$ cat config.mk
export PLATFORM = sky130hd
export DESIGN_NAME = applesingle_double_deframer
export DESIGN_NICKNAME = d
export VERILOG_FILES = /design/src/sv/asdd_pkg.sv /design/src/sv/asdd_ram.sv /design/src/sv/applesingle_double_deframer.sv
export SDC_FILE = /design/constraint.sdc
export NUM_CORES = 2
export LEC_CHECK = 0
export ABC_AREA = 1
export BUFFER_PORTS_ARGS = -buffer_cell sky130_fd_sc_hd__clkbuf_2
export CORE_MARGIN = 5
export CORE_UTILIZATION = 45
export DETAILED_ROUTE_END_ITERATION = 6
export SLEW_MARGIN = 20
export SYNTH_ARGS = -nofsm -noshare
export SYNTH_HDL_FRONTEND = slang
export SYNTH_SLANG_ARGS = --single-unit
$ cat constraint.sdc
create_clock -name clk -period 11.8 [get_ports clk]
set_clock_uncertainty 0.1 [all_clocks]
set_input_delay 0 -clock clk [delete_from_list [all_inputs] [get_ports clk]]
set_output_delay 0 -clock clk [all_outputs]
set_load 0.1 [all_outputs]
$ cat src/sv/asdd_pkg.sv
// Shared types, constants and helpers for the AppleSingle/AppleDouble deframer.
package asdd_pkg;

  localparam int unsigned HDR_LEN = 26;
  localparam int unsigned ENT_LEN = 12;
  localparam int unsigned ENT_W   = 96;

  typedef enum logic [2:0] {
    ST_IDLE,
    ST_SCAN,
    ST_CHK,
    ST_EMIT,
    ST_REP_RD,
    ST_REP_WR
  } state_t;

  typedef enum logic [2:0] {
    PH_HEADER,
    PH_TABLE,
    PH_LOOKUP,
    PH_PART,
    PH_PASS
  } phase_t;

  localparam logic [2:0] RT_HEADER   = 3'd0;
  localparam logic [2:0] RT_SKIP     = 3'd1;
  localparam logic [2:0] RT_DATA     = 3'd2;
  localparam logic [2:0] RT_RESOURCE = 3'd3;
  localparam logic [2:0] RT_COMMENT  = 3'd4;
  localparam logic [2:0] RT_DATES    = 3'd5;
  localparam logic [2:0] RT_FINDER   = 3'd6;
  localparam logic [2:0] RT_PASS     = 3'd7;

  localparam logic [31:0] ID_DATA     = 32'd1;
  localparam logic [31:0] ID_RESOURCE = 32'd2;
  localparam logic [31:0] ID_COMMENT  = 32'd4;
  localparam logic [31:0] ID_DATES    = 32'd8;
  localparam logic [31:0] ID_FINDER   = 32'd9;

  localparam logic [7:0] MAGIC_LAST_SINGLE = 8'h00;
  localparam logic [7:0] MAGIC_LAST_DOUBLE = 8'h07;

  // Expected header byte for positions 0..23 except the last magic byte (3).
  function automatic logic [7:0] hdr_expect(input logic [4:0] idx);
    logic [7:0] v;
    v = 8'h00;
    unique case (idx)
      5'd1:    v = 8'h05;
      5'd2:    v = 8'h16;
      5'd5:    v = 8'h02;
      default: v = 8'h00;
    endcase
    return v;
  endfunction

  function automatic logic [2:0] route_of(input logic [31:0] id);
    logic [2:0] r;
    r = RT_SKIP;
    if (id == ID_DATA)          r = RT_DATA;
    else if (id == ID_RESOURCE) r = RT_RESOURCE;
    else if (id == ID_COMMENT)  r = RT_COMMENT;
    else if (id == ID_DATES)    r = RT_DATES;
    else if (id == ID_FINDER)   r = RT_FINDER;
    return r;
  endfunction

endpackage

$ cat src/sv/asdd_ram.sv
// Generic single-write, single-read RAM with registered read data.
module asdd_ram #(
  parameter int WIDTH = 8,
  parameter int DEPTH = 16
) (
  input  logic                                 clk,
  input  logic                                 we,
  input  logic [(DEPTH > 1 ? $clog2(DEPTH) : 1)-1:0] waddr,
  input  logic [WIDTH-1:0]                     wdata,
  input  logic [(DEPTH > 1 ? $clog2(DEPTH) : 1)-1:0] raddr,
  output logic [WIDTH-1:0]                     rdata
);

  logic [WIDTH-1:0] mem [DEPTH];

  always_ff @(posedge clk) begin
    if (we) begin
      mem[waddr] <= wdata;
    end
    rdata <= mem[raddr];
  end

endmodule

$ cat src/sv/applesingle_double_deframer.sv
// AppleSingle / AppleDouble deframer: one input byte per transaction on the s_ side,
// tagged bytes out on the m_ side.
// s_tdata carries the byte, s_tuser[0] restarts parsing with that byte as a new file.
// The first 25 header bytes produce nothing; the 26th replays all 26 stored bytes
// (route 0 if accepted, route 7 if rejected), read from the header RAM. Table bytes
// and bytes inside a part come out in the cycle after acceptance, one per cycle
// while m_tready stays high. A byte at a part boundary scans the entry RAM entry by
// entry until a match or the table's last entry, before its transaction goes out.
// The last transaction caused by each input byte carries m_tlast.
// Status flags in m_tdata show the parse state after the byte was taken.
// One output register separates the sides: a plain byte is taken while the previous
// transaction is still waiting, as long as that one is being drained in the same cycle.
// When m_tready is low the output holds and s_tready drops.
// Synchronous reset returns to the header phase; the RAMs need no clearing, as
// entries are read only after being written.
module applesingle_double_deframer #(
  parameter int MAX_ENTRIES = 16
) (
  input  logic        clk,
  input  logic        rst,
  input  logic        s_tvalid,
  output logic        s_tready,
  input  logic [7:0]  s_tdata,   // [7:0] in_byte
  input  logic [0:0]  s_tuser,   // [0] start_of_file
  output logic        m_tvalid,
  input  logic        m_tready,
  output logic [47:0] m_tdata,   // [7:0] out_byte, [39:8] part_position, [40] header_ok,
                                 // [41] data_fork_done, [42] resource_fork_done,
                                 // [43] table_overflow, [47:44] zero
  output logic [2:0]  m_tuser,   // [2:0] route
  output logic        m_tlast
);

  localparam int IW = (MAX_ENTRIES > 1) ? $clog2(MAX_ENTRIES) : 1;
  localparam int CW = $clog2(MAX_ENTRIES + 1);
  localparam int EW = asdd_pkg::ENT_W;

  asdd_pkg::state_t state, state_next;
  asdd_pkg::phase_t phase, phase_next;

  logic [4:0]    fill, fill_next;
  logic          hdr_bad, hdr_bad_next;
  logic          magic_dbl, magic_dbl_next;
  logic [7:0]    cnt_hi, cnt_hi_next;
  logic [CW-1:0] entry_count, entry_count_next;
  logic          is_double, is_double_next;
  logic [EW-1:0] ent_sr, ent_sr_next;
  logic [IW-1:0] ent_idx, ent_idx_next;
  logic [3:0]    ent_byte, ent_byte_next;
  logic [31:0]   stream_offset, stream_offset_next;
  logic [31:0]   data_fork_start, data_fork_start_next;
  logic [2:0]    current_route, current_route_next;
  logic [31:0]   part_size, part_size_next;
  logic [31:0]   part_done, part_done_next;
  logic [31:0]   data_written, data_written_next;
  logic [31:0]   resource_written, resource_written_next;
  logic          table_loaded, table_loaded_next;
  logic          overflow, overflow_next;
  logic          has_data, has_data_next;
  logic [31:0]   data_size, data_size_next;
  logic          has_res, has_res_next;
  logic [31:0]   res_size, res_size_next;
  logic [7:0]    byte_hold, byte_hold_next;
  logic [IW-1:0] scan_idx, scan_idx_next;
  logic [4:0]    rep_idx, rep_idx_next;
  logic [2:0]    rep_route, rep_route_next;
  logic          skip, skip_next;

  logic          out_load;
  logic [7:0]    out_byte;
  logic [2:0]    out_route;
  logic [31:0]   out_pos;
  logic          out_last;
  logic [7:0]    o_byte;
  logic [2:0]    o_route;
  logic [31:0]   o_pos;
  logic          o_hok, o_dok, o_rok, o_ovf;
  logic          f_dok, f_rok;

  logic          hdr_we;
  logic [4:0]    hdr_waddr;
  logic [4:0]    hdr_raddr;
  logic [7:0]    hdr_rdata;
  logic          ent_we;
  logic [IW-1:0] ent_raddr;
  logic [EW-1:0] ent_rdata;

  logic          acc, ofree;
  logic [7:0]    b;
  logic [15:0]   cnt;
  logic          hok;
  logic [31:0]   e_kind, e_start, e_size, e_end;
  logic [31:0]   r_kind, r_start, r_size;

  assign ofree    = !m_tvalid || m_tready;
  assign s_tready = (state == asdd_pkg::ST_IDLE) && ofree;
  assign acc      = s_tvalid && s_tready;
  assign b        = s_tdata;

  assign r_kind  = ent_rdata[95:64];
  assign r_start = ent_rdata[63:32];
  assign r_size  = ent_rdata[31:0];

  asdd_ram #(.WIDTH(8), .DEPTH(asdd_pkg::HDR_LEN)) u_hdr_ram (
    .clk   (clk),
    .we    (hdr_we),
    .waddr (hdr_waddr),
    .wdata (b),
    .raddr (hdr_raddr),
    .rdata (hdr_rdata)
  );

  asdd_ram #(.WIDTH(EW), .DEPTH(MAX_ENTRIES)) u_ent_ram (
    .clk   (clk),
    .we    (ent_we),
    .waddr (ent_idx),
    .wdata (ent_sr_next),
    .raddr (ent_raddr),
    .rdata (ent_rdata)
  );

  // Next state of the sequencer.
  always_comb begin
    state_next = state;
    unique case (state)
      asdd_pkg::ST_IDLE: begin
        if (acc) begin
          if (s_tuser[0]) begin
            state_next = (fill == 5'd0 && 5'(asdd_pkg::HDR_LEN - 1) == 5'd0) ?
                         asdd_pkg::ST_REP_RD : asdd_pkg::ST_IDLE;
          end else if (phase == asdd_pkg::PH_HEADER &&
                       fill == 5'(asdd_pkg::HDR_LEN - 1)) begin
            state_next = asdd_pkg::ST_REP_RD;
          end else if (phase == asdd_pkg::PH_LOOKUP) begin
            state_next = asdd_pkg::ST_SCAN;
          end
        end
      end
      asdd_pkg::ST_SCAN: state_next = asdd_pkg::ST_CHK;
      asdd_pkg::ST_CHK: begin
        if ((r_start == stream_offset && r_size != 32'd0) ||
            CW'(scan_idx) == entry_count - CW'(1)) begin
          state_next = asdd_pkg::ST_EMIT;
        end else begin
          state_next = asdd_pkg::ST_SCAN;
        end
      end
      asdd_pkg::ST_EMIT: begin
        if (ofree) state_next = asdd_pkg::ST_IDLE;
      end
      asdd_pkg::ST_REP_RD: state_next = asdd_pkg::ST_REP_WR;
      asdd_pkg::ST_REP_WR: begin
        if (ofree) begin
          state_next = (rep_idx == 5'(asdd_pkg::HDR_LEN - 1)) ?
                       asdd_pkg::ST_IDLE : asdd_pkg::ST_REP_RD;
        end
      end
      default: state_next = asdd_pkg::ST_IDLE;
    endcase
  end

  // Datapath and output loading.
  always_comb begin
    phase_next            = phase;
    fill_next             = fill;
    hdr_bad_next          = hdr_bad;
    magic_dbl_next        = magic_dbl;
    cnt_hi_next           = cnt_hi;
    entry_count_next      = entry_count;
    is_double_next        = is_double;
    ent_sr_next           = ent_sr;
    ent_idx_next          = ent_idx;
    ent_byte_next         = ent_byte;
    stream_offset_next    = stream_offset;
    data_fork_start_next  = data_fork_start;
    current_route_next    = current_route;
    part_size_next        = part_size;
    part_done_next        = part_done;
    data_written_next     = data_written;
    resource_written_next = resource_written;
    table_loaded_next     = table_loaded;
    overflow_next         = overflow;
    has_data_next         = has_data;
    data_size_next        = data_size;
    has_res_next          = has_res;
    res_size_next         = res_size;
    byte_hold_next        = byte_hold;
    scan_idx_next         = scan_idx;
    rep_idx_next          = rep_idx;
    rep_route_next        = rep_route;
    skip_next             = skip;
    out_load  = 1'b0;
    o_byte    = b;
    o_route   = asdd_pkg::RT_HEADER;
    o_pos     = stream_offset;
    hdr_we    = 1'b0;
    hdr_waddr = fill;
    hdr_raddr = rep_idx;
    ent_we    = 1'b0;
    ent_raddr = scan_idx;
    cnt       = 16'd0;
    hok       = 1'b0;
    e_kind    = 32'd0;
    e_start   = 32'd0;
    e_size    = 32'd0;
    e_end     = 32'd0;

    unique case (state)
      asdd_pkg::ST_IDLE: begin
        if (acc) begin
          if (s_tuser[0]) begin
            phase_next            = asdd_pkg::PH_HEADER;
            fill_next             = 5'd0;
            entry_count_next      = '0;
            is_double_next        = 1'b0;
            stream_offset_next    = 32'd0;
            data_fork_start_next  = 32'd0;
            current_route_next    = asdd_pkg::RT_HEADER;
            part_size_next        = 32'd0;
            part_done_next        = 32'd0;
            data_written_next     = 32'd0;
            resource_written_next = 32'd0;
            table_loaded_next     = 1'b0;
            overflow_next         = 1'b0;
            has_data_next         = 1'b0;
            has_res_next          = 1'b0;
          end
          o_pos = stream_offset_next;
          unique case (phase_next)
            asdd_pkg::PH_HEADER: begin
              hdr_we    = 1'b1;
              hdr_waddr = fill_next;
              if (fill_next == 5'd0) hdr_bad_next = 1'b0;
              if (fill_next == 5'd3) begin
                magic_dbl_next = (b == asdd_pkg::MAGIC_LAST_DOUBLE);
                if (b != asdd_pkg::MAGIC_LAST_SINGLE && b != asdd_pkg::MAGIC_LAST_DOUBLE)
                  hdr_bad_next = 1'b1;
              end else if (fill_next == 5'd24) begin
                cnt_hi_next = b;
              end else if (fill_next < 5'd24) begin
                if (b != asdd_pkg::hdr_expect(fill_next)) hdr_bad_next = 1'b1;
              end
              if (fill_next == 5'(asdd_pkg::HDR_LEN - 1)) begin
                cnt = {cnt_hi_next, b};
                hok = !hdr_bad_next && cnt != 16'd0;
                if (hok && 32'(cnt) > 32'(MAX_ENTRIES)) begin
                  hok           = 1'b0;
                  overflow_next = 1'b1;
                end
                fill_next = 5'd0;
                if (hok) begin
                  entry_count_next     = CW'(cnt);
                  is_double_next       = magic_dbl_next;
                  phase_next           = asdd_pkg::PH_TABLE;
                  ent_idx_next         = '0;
                  ent_byte_next        = 4'd0;
                  data_fork_start_next = 32'd0;
                  rep_route_next       = asdd_pkg::RT_HEADER;
                end else begin
                  phase_next     = asdd_pkg::PH_PASS;
                  rep_route_next = asdd_pkg::RT_PASS;
                end
                rep_idx_next = 5'd0;
              end else begin
                fill_next = fill_next + 5'd1;
              end
              stream_offset_next = stream_offset_next + 32'd1;
            end
            asdd_pkg::PH_TABLE: begin
              ent_sr_next = {ent_sr[EW-9:0], b};
              e_kind  = ent_sr_next[95:64];
              e_start = ent_sr_next[63:32];
              e_size  = ent_sr_next[31:0];
              e_end   = e_start + e_size;
              if (ent_byte == 4'(asdd_pkg::ENT_LEN - 1)) begin
                ent_we        = 1'b1;
                ent_byte_next = 4'd0;
                if (is_double && e_end > data_fork_start) data_fork_start_next = e_end;
                if (!has_data && e_kind == asdd_pkg::ID_DATA) begin
                  has_data_next  = 1'b1;
                  data_size_next = e_size;
                end
                if (!has_res && e_kind == asdd_pkg::ID_RESOURCE) begin
                  has_res_next  = 1'b1;
                  res_size_next = e_size;
                end
                if (CW'(ent_idx) == entry_count - CW'(1)) begin
                  table_loaded_next = 1'b1;
                  phase_next        = asdd_pkg::PH_LOOKUP;
                end else begin
                  ent_idx_next = ent_idx + IW'(1);
                end
              end else begin
                ent_byte_next = ent_byte + 4'd1;
              end
              out_load           = 1'b1;
              o_route            = asdd_pkg::RT_HEADER;
              stream_offset_next = stream_offset + 32'd1;
            end
            asdd_pkg::PH_LOOKUP: begin
              byte_hold_next = b;
              scan_idx_next  = '0;
            end
            asdd_pkg::PH_PART: begin
              out_load       = 1'b1;
              o_route        = current_route;
              o_pos          = part_done;
              part_done_next = part_done + 32'd1;
              if (current_route == asdd_pkg::RT_DATA)
                data_written_next = data_written + 32'd1;
              else if (current_route == asdd_pkg::RT_RESOURCE)
                resource_written_next = resource_written + 32'd1;
              if (!(current_route == asdd_pkg::RT_DATA && is_double) &&
                  part_done_next == part_size)
                phase_next = asdd_pkg::PH_LOOKUP;
              stream_offset_next = stream_offset + 32'd1;
            end
            default: begin
              phase_next         = asdd_pkg::PH_PASS;
              out_load           = 1'b1;
              o_route            = asdd_pkg::RT_PASS;
              stream_offset_next = stream_offset_next + 32'd1;
            end
          endcase
        end
      end
      asdd_pkg::ST_SCAN: begin
        ent_raddr = scan_idx;
      end
      asdd_pkg::ST_CHK: begin
        if (r_start == stream_offset && r_size != 32'd0) begin
          current_route_next = asdd_pkg::route_of(r_kind);
          part_size_next     = r_size;
          part_done_next     = 32'd0;
          phase_next         = asdd_pkg::PH_PART;
          skip_next          = 1'b0;
        end else if (CW'(scan_idx) == entry_count - CW'(1)) begin
          if (stream_offset == data_fork_start) begin
            current_route_next = asdd_pkg::RT_DATA;
            part_size_next     = 32'hFFFF_FFFF;
            part_done_next     = 32'd0;
            phase_next         = asdd_pkg::PH_PART;
            skip_next          = 1'b0;
          end else begin
            skip_next = 1'b1;
          end
        end else begin
          scan_idx_next = scan_idx + IW'(1);
        end
      end
      asdd_pkg::ST_EMIT: begin
        if (ofree) begin
          out_load           = 1'b1;
          o_byte             = byte_hold;
          stream_offset_next = stream_offset + 32'd1;
          if (skip) begin
            o_route = asdd_pkg::RT_SKIP;
            o_pos   = 32'd0;
          end else begin
            o_route        = current_route;
            o_pos          = part_done;
            part_done_next = part_done + 32'd1;
            if (current_route == asdd_pkg::RT_DATA)
              data_written_next = data_written + 32'd1;
            else if (current_route == asdd_pkg::RT_RESOURCE)
              resource_written_next = resource_written + 32'd1;
            if (!(current_route == asdd_pkg::RT_DATA && is_double) &&
                part_done_next == part_size)
              phase_next = asdd_pkg::PH_LOOKUP;
          end
        end
      end
      asdd_pkg::ST_REP_RD: begin
        hdr_raddr = rep_idx;
      end
      asdd_pkg::ST_REP_WR: begin
        if (ofree) begin
          out_load     = 1'b1;
          o_byte       = hdr_rdata;
          o_route      = rep_route;
          o_pos        = 32'(rep_idx);
          rep_idx_next = rep_idx + 5'd1;
        end
      end
      default: begin
      end
    endcase
  end

  // Flags as they stand after this byte's step.
  always_comb begin
    f_dok = table_loaded_next &&
            (is_double_next || !has_data_next || data_written_next == data_size_next);
    f_rok = table_loaded_next && has_res_next && resource_written_next == res_size_next;
  end

  // tlast marks the last transaction of a step; replay ends on its final byte.
  always_comb begin
    out_last = 1'b1;
    if (state == asdd_pkg::ST_REP_WR && rep_idx != 5'(asdd_pkg::HDR_LEN - 1))
      out_last = 1'b0;
  end

  always_ff @(posedge clk) begin
    if (rst) begin
      state            <= asdd_pkg::ST_IDLE;
      phase            <= asdd_pkg::PH_HEADER;
      fill             <= 5'd0;
      hdr_bad          <= 1'b0;
      magic_dbl        <= 1'b0;
      entry_count      <= '0;
      is_double        <= 1'b0;
      ent_idx          <= '0;
      ent_byte         <= 4'd0;
      stream_offset    <= 32'd0;
      data_fork_start  <= 32'd0;
      current_route    <= asdd_pkg::RT_HEADER;
      part_size        <= 32'd0;
      part_done        <= 32'd0;
      data_written     <= 32'd0;
      resource_written <= 32'd0;
      table_loaded     <= 1'b0;
      overflow         <= 1'b0;
      has_data         <= 1'b0;
      has_res          <= 1'b0;
      scan_idx         <= '0;
      rep_idx          <= 5'd0;
      skip             <= 1'b0;
      m_tvalid         <= 1'b0;
    end else begin
      state            <= state_next;
      phase            <= phase_next;
      fill             <= fill_next;
      hdr_bad          <= hdr_bad_next;
      magic_dbl        <= magic_dbl_next;
      entry_count      <= entry_count_next;
      is_double        <= is_double_next;
      ent_idx          <= ent_idx_next;
      ent_byte         <= ent_byte_next;
      stream_offset    <= stream_offset_next;
      data_fork_start  <= data_fork_start_next;
      current_route    <= current_route_next;
      part_size        <= part_size_next;
      part_done        <= part_done_next;
      data_written     <= data_written_next;
      resource_written <= resource_written_next;
      table_loaded     <= table_loaded_next;
      overflow         <= overflow_next;
      has_data         <= has_data_next;
      has_res          <= has_res_next;
      scan_idx         <= scan_idx_next;
      rep_idx          <= rep_idx_next;
      skip             <= skip_next;
      if (out_load) m_tvalid <= 1'b1;
      else if (m_tready) m_tvalid <= 1'b0;
    end
  end

  always_ff @(posedge clk) begin
    cnt_hi    <= cnt_hi_next;
    ent_sr    <= ent_sr_next;
    data_size <= data_size_next;
    res_size  <= res_size_next;
    byte_hold <= byte_hold_next;
    rep_route <= rep_route_next;
    if (out_load) begin
      out_byte  <= o_byte;
      out_route <= o_route;
      out_pos   <= o_pos;
      m_tlast   <= out_last;
      o_hok     <= table_loaded_next;
      o_dok     <= f_dok;
      o_rok     <= f_rok;
      o_ovf     <= overflow_next;
    end
  end

  assign m_tdata = {4'd0, o_ovf, o_rok, o_dok, o_hok, out_pos, out_byte};
  assign m_tuser = out_route;

endmodule

==> summary.md <==
| Metric | Value |
|---|---|
| CTS tree | `built` |
| RR Startpoint | `ent_sr[24]` |
| P&R area growth vs syn | `11.7%` |
| Library cells used by synthesis | `between 60 and 70` |
| Post-synthesis sequential element count | `around 2300` |
| Die height | `~480 µm` |
| Post-synth ARST share | `0%` |
| Unrepaired setup endpoints after global routing | `false` |
| CTS Buffer Depth | `3` |
| Post-CTS Setup Bufs | `0` |
| Chip width | `483 µm` |
| Clock-pin transition on the worst setup and hold timing paths | `0.06 ns` |
| Vias in the first global route | `between 60000 and 70000` |
| Synth Cell Area | `roughly 100000 µm²` |
| Synth Warn # | `0` |
| Placed inst area | `104000 µm²` |
| Critical path endpoint | `data_fork_start[30]` |
| Starting density of the core | `between 40% and 50%` |
| Ys flop type | `edfxtp_1` |
| Post-synth EDFFs | `1809` |
| Pin count of the biggest net entering global routing | `between 150 and 200` |
| Post-CTS Resized | `0` |
| Slew Viols, Final | `0` |
| Placer Congestion | `0.950` |
| Seq/Total Area, Yosys | `63.9%` |
| Ratio of cells with drive above 1 in the final layout | `7.36%` |
| Worst Path Required | `12.49 ns` |
| # rows | `173` |
| Max-slew headroom | `8.68%` |
| Total gr overflow | `0` |
| Hold crit path type | `input pin to flip-flop` |
| Crit path kind | `flip-flop to flip-flop` |
| Startpoint Class | `flip-flop` |
| Fin nets | `roughly 9400` |
| Hold Startpoint | `s_tdata[3]` |
| FF-to-FF End | `data_fork_start[30]` |
| First-pass GRT wire length | `454 mm` |
| Setup TNS | `0 ns` |
| Hpwl dp | `about 190 mm` |
| Routed WL | `311 mm` |
| Peak VDD IR | `roughly 0.17 mV` |
| Worst Reg2Reg Path Length in Cells | `25` |
| Wire per inst | `24.8 µm` |
| Clock root buffer | `clkbuf_16` |
| WP data arrival | `7.00 ns` |
| CTS sink count | `2310` |
| DR iter-0 viols | `7865` |
| Tot GR Track Use | `between 20% and 30%` |
| Final worst-path cycle share | `53.4%` |
| Routed Antenna Nets | `0` |
| 1st-pass router iterations | `7` |
| H-Tree Depth | `4` |
| Type of destination of the critical path | `flip-flop` |
| Initial antenna violation count | `6` |
| Die area | `233000 µm²` |
| Power per cell area | `about 170 nW/µm²` |
| Worst setup path startpoint | `ent_sr[24]` |
| Area share of the largest cell type after synthesis | `53.9%` |
| # hold bufs at CTS | `14` |
| Synth area leader | `edfxtp_1` |
| Total power | `0.0194 W` |
| Syn Area/Cell | `10.8 µm²` |
| Tmin final | `about 6.3 ns` |
| Via count | `71900` |
| Failing checks | `DRC` |
| IO Pins | `67` |
| Residual DRC count | `1` |
| Synth top area cells | `edfxtp_1, dfxtp_1, nand2_1, o21ai_0, mux2i_1` |
| CP max FO | `22` |
| Synth top cells by count | `edfxtp_1, nand2_1, inv_1` |
| Port Buffers | `62` |
| R2R Setup Slk | `5.49 ns` |
| Post-Synthesis Cells | `9363` |
| Status | `finished, violations left` |
| Final hold vios | `0` |
| Max Clk Rate | `159 MHz` |
| Post-route cell area | `113000 µm²` |
| Clk Latency, worst-skew pair | `0.89 ns` |
| Cts bufs inserted | `237` |
| Core ar. | `223000 µm²` |
| Most frequent cell after synthesis | `edfxtp_1` |
| Max-cap check violation count | `0` |
| Via density | `5.75` |
| Tightest Pin Transition | `1.37 ns` |
| Leak Pwr | `39.4 nW` |
| Final setup viols | `0` |
==> flip-flops by register name (all words and copies together), names as in the netlist, 4 cells and up <==
register          count
byte_hold             8
u_ent_ram.rdata      96
u_hdr_ram.mem       208
ent_byte              4
data_fork_start      32
out_byte              8
ent_sr               96
out_pos              32
part_done            32
data_written         32
res_size             32
part_size            32
u_hdr_ram.rdata       8
ent_idx               4
u_ent_ram.mem      1536
fill                  5
hdr_raddr             5
entry_count           5
data_size            32
cnt_hi                8
stream_offset        32
resource_written     32
ent_raddr             4
==> cell usage in the layout (no fill, tap or decap), drive strengths merged, types with 9 or more instances in the layout <==
master / instances
a211oi: 12
a21o: 9
a21oi: 653
a221oi: 11
a22oi: 9
a31oi: 40
buf: 131
bufinv: 25
clkbuf: 379
clkinv: 98
dfxtp: 501
dlygate4sd3: 13
edfxtp: 1809
ha: 81
inv: 945
mux2i: 384
nand2: 1437
nand3: 455
nand4: 83
nor2: 607
nor3: 109
nor4: 35
o2111ai: 21
o211ai: 435
o21ai: 924
o221ai: 38
o22ai: 37
or2: 18
xnor2: 62
xor2: 109
==> cell type report <==
type | instances | area, µm²
inverters | 940 | 3560
clock inverters | 134 | 1580
repair buffers | 205 | 1660
clock buffers | 318 | 6580
multi-input cells | 5614 | 31100
fillers | 19700 | 110000
flip-flops and latches | 2310 | 64400
diodes | 3 | 7.51
well taps | 2975 | 3720
==> per-stage QoR <==
stage	instances	util, %	setup WS (ns)	hold slack, ns
final	12500	50.6	5.49	0.131
after detailed placement	12000	46.8	5.45	0.323
after global placement	12000	46.8	5.37	0.297
after floorplan	9366	-	4.95	-0.00113
after global routing	12500	50.6	5.08	0.109
after CTS	12500	50.6	5.59	0.0724
==> cell families (layout without fill, tap and decap cells) <==
logic type | after synthesis | in the layout | share of synthesized area [%]
and+or+nand+nor | 2758 | 2758 | 11.7
DFF | 2310 | 2310 | 63.9
AOI/OAI and AO/OA | 2215 | 2215 | 12.6
buffers and inverters | 1442 | 1597 | 5.51
muxes | 384 | 384 | 3.81
xor gates and xnor gates | 171 | 171 | 1.49
adders and majority gates | 82 | 82 | 1.03
other | 1 | 7 | 0.00372
==> layer usage <==
layer	track usage [%]	part of all wire (%)	vias up
met5	0	0	-
met4	9.13	3.7	0
met2	41.4	46	2951
met1	35.7	42	35400
met3	3.69	7.4	566
li1	-	-	33000
==> power by group <==
part | switching [W] | internal [W]
combinational | 0.00162 | 0.000499
sequential | 0.000216 | 0.00937
clock | 0.00326 | 0.00448
==> worst min path at each step <==
stage                            to  slack [ns]  cells after the start
6_report       u_hdr_ram.mem[12][3]        0.13                      3
2_1_floorplan          byte_hold[0]      -0.001                      0
4_1_cts         u_hdr_ram.mem[5][5]        0.07                      3
5_1_grt        u_hdr_ram.mem[12][3]        0.11                      3
3_3_place_gp           part_done[2]        0.30                      2
3_5_place_dp           part_done[6]        0.32                      2
==> worst max-delay path: stages, from the launching register on <==
cell and delay (ns):
dfxtp_1 0.33, ha_1 0.25, fa_1 0.41, nand3_1 0.10, nand2_1 0.09, a21boi_0 0.52
o21bai_1 0.23, nand3_1 0.12, nand2_1 0.08, a21boi_0 0.34, o21ai_0 0.22, nand2_1 0.09
nand2_1 0.06, xor2_1 0.25, ha_1 0.28, nand2_1 0.07, inv_1 0.05, nand4_1 0.07
nor2_1 0.08, a41oi_1 0.23, nand2_1 0.50, inv_1 0.77, nand2_1 0.22, nor2_1 0.48
nand2_1 0.13, a21oi_1 0.16
(Power assumes the default switching activity.)
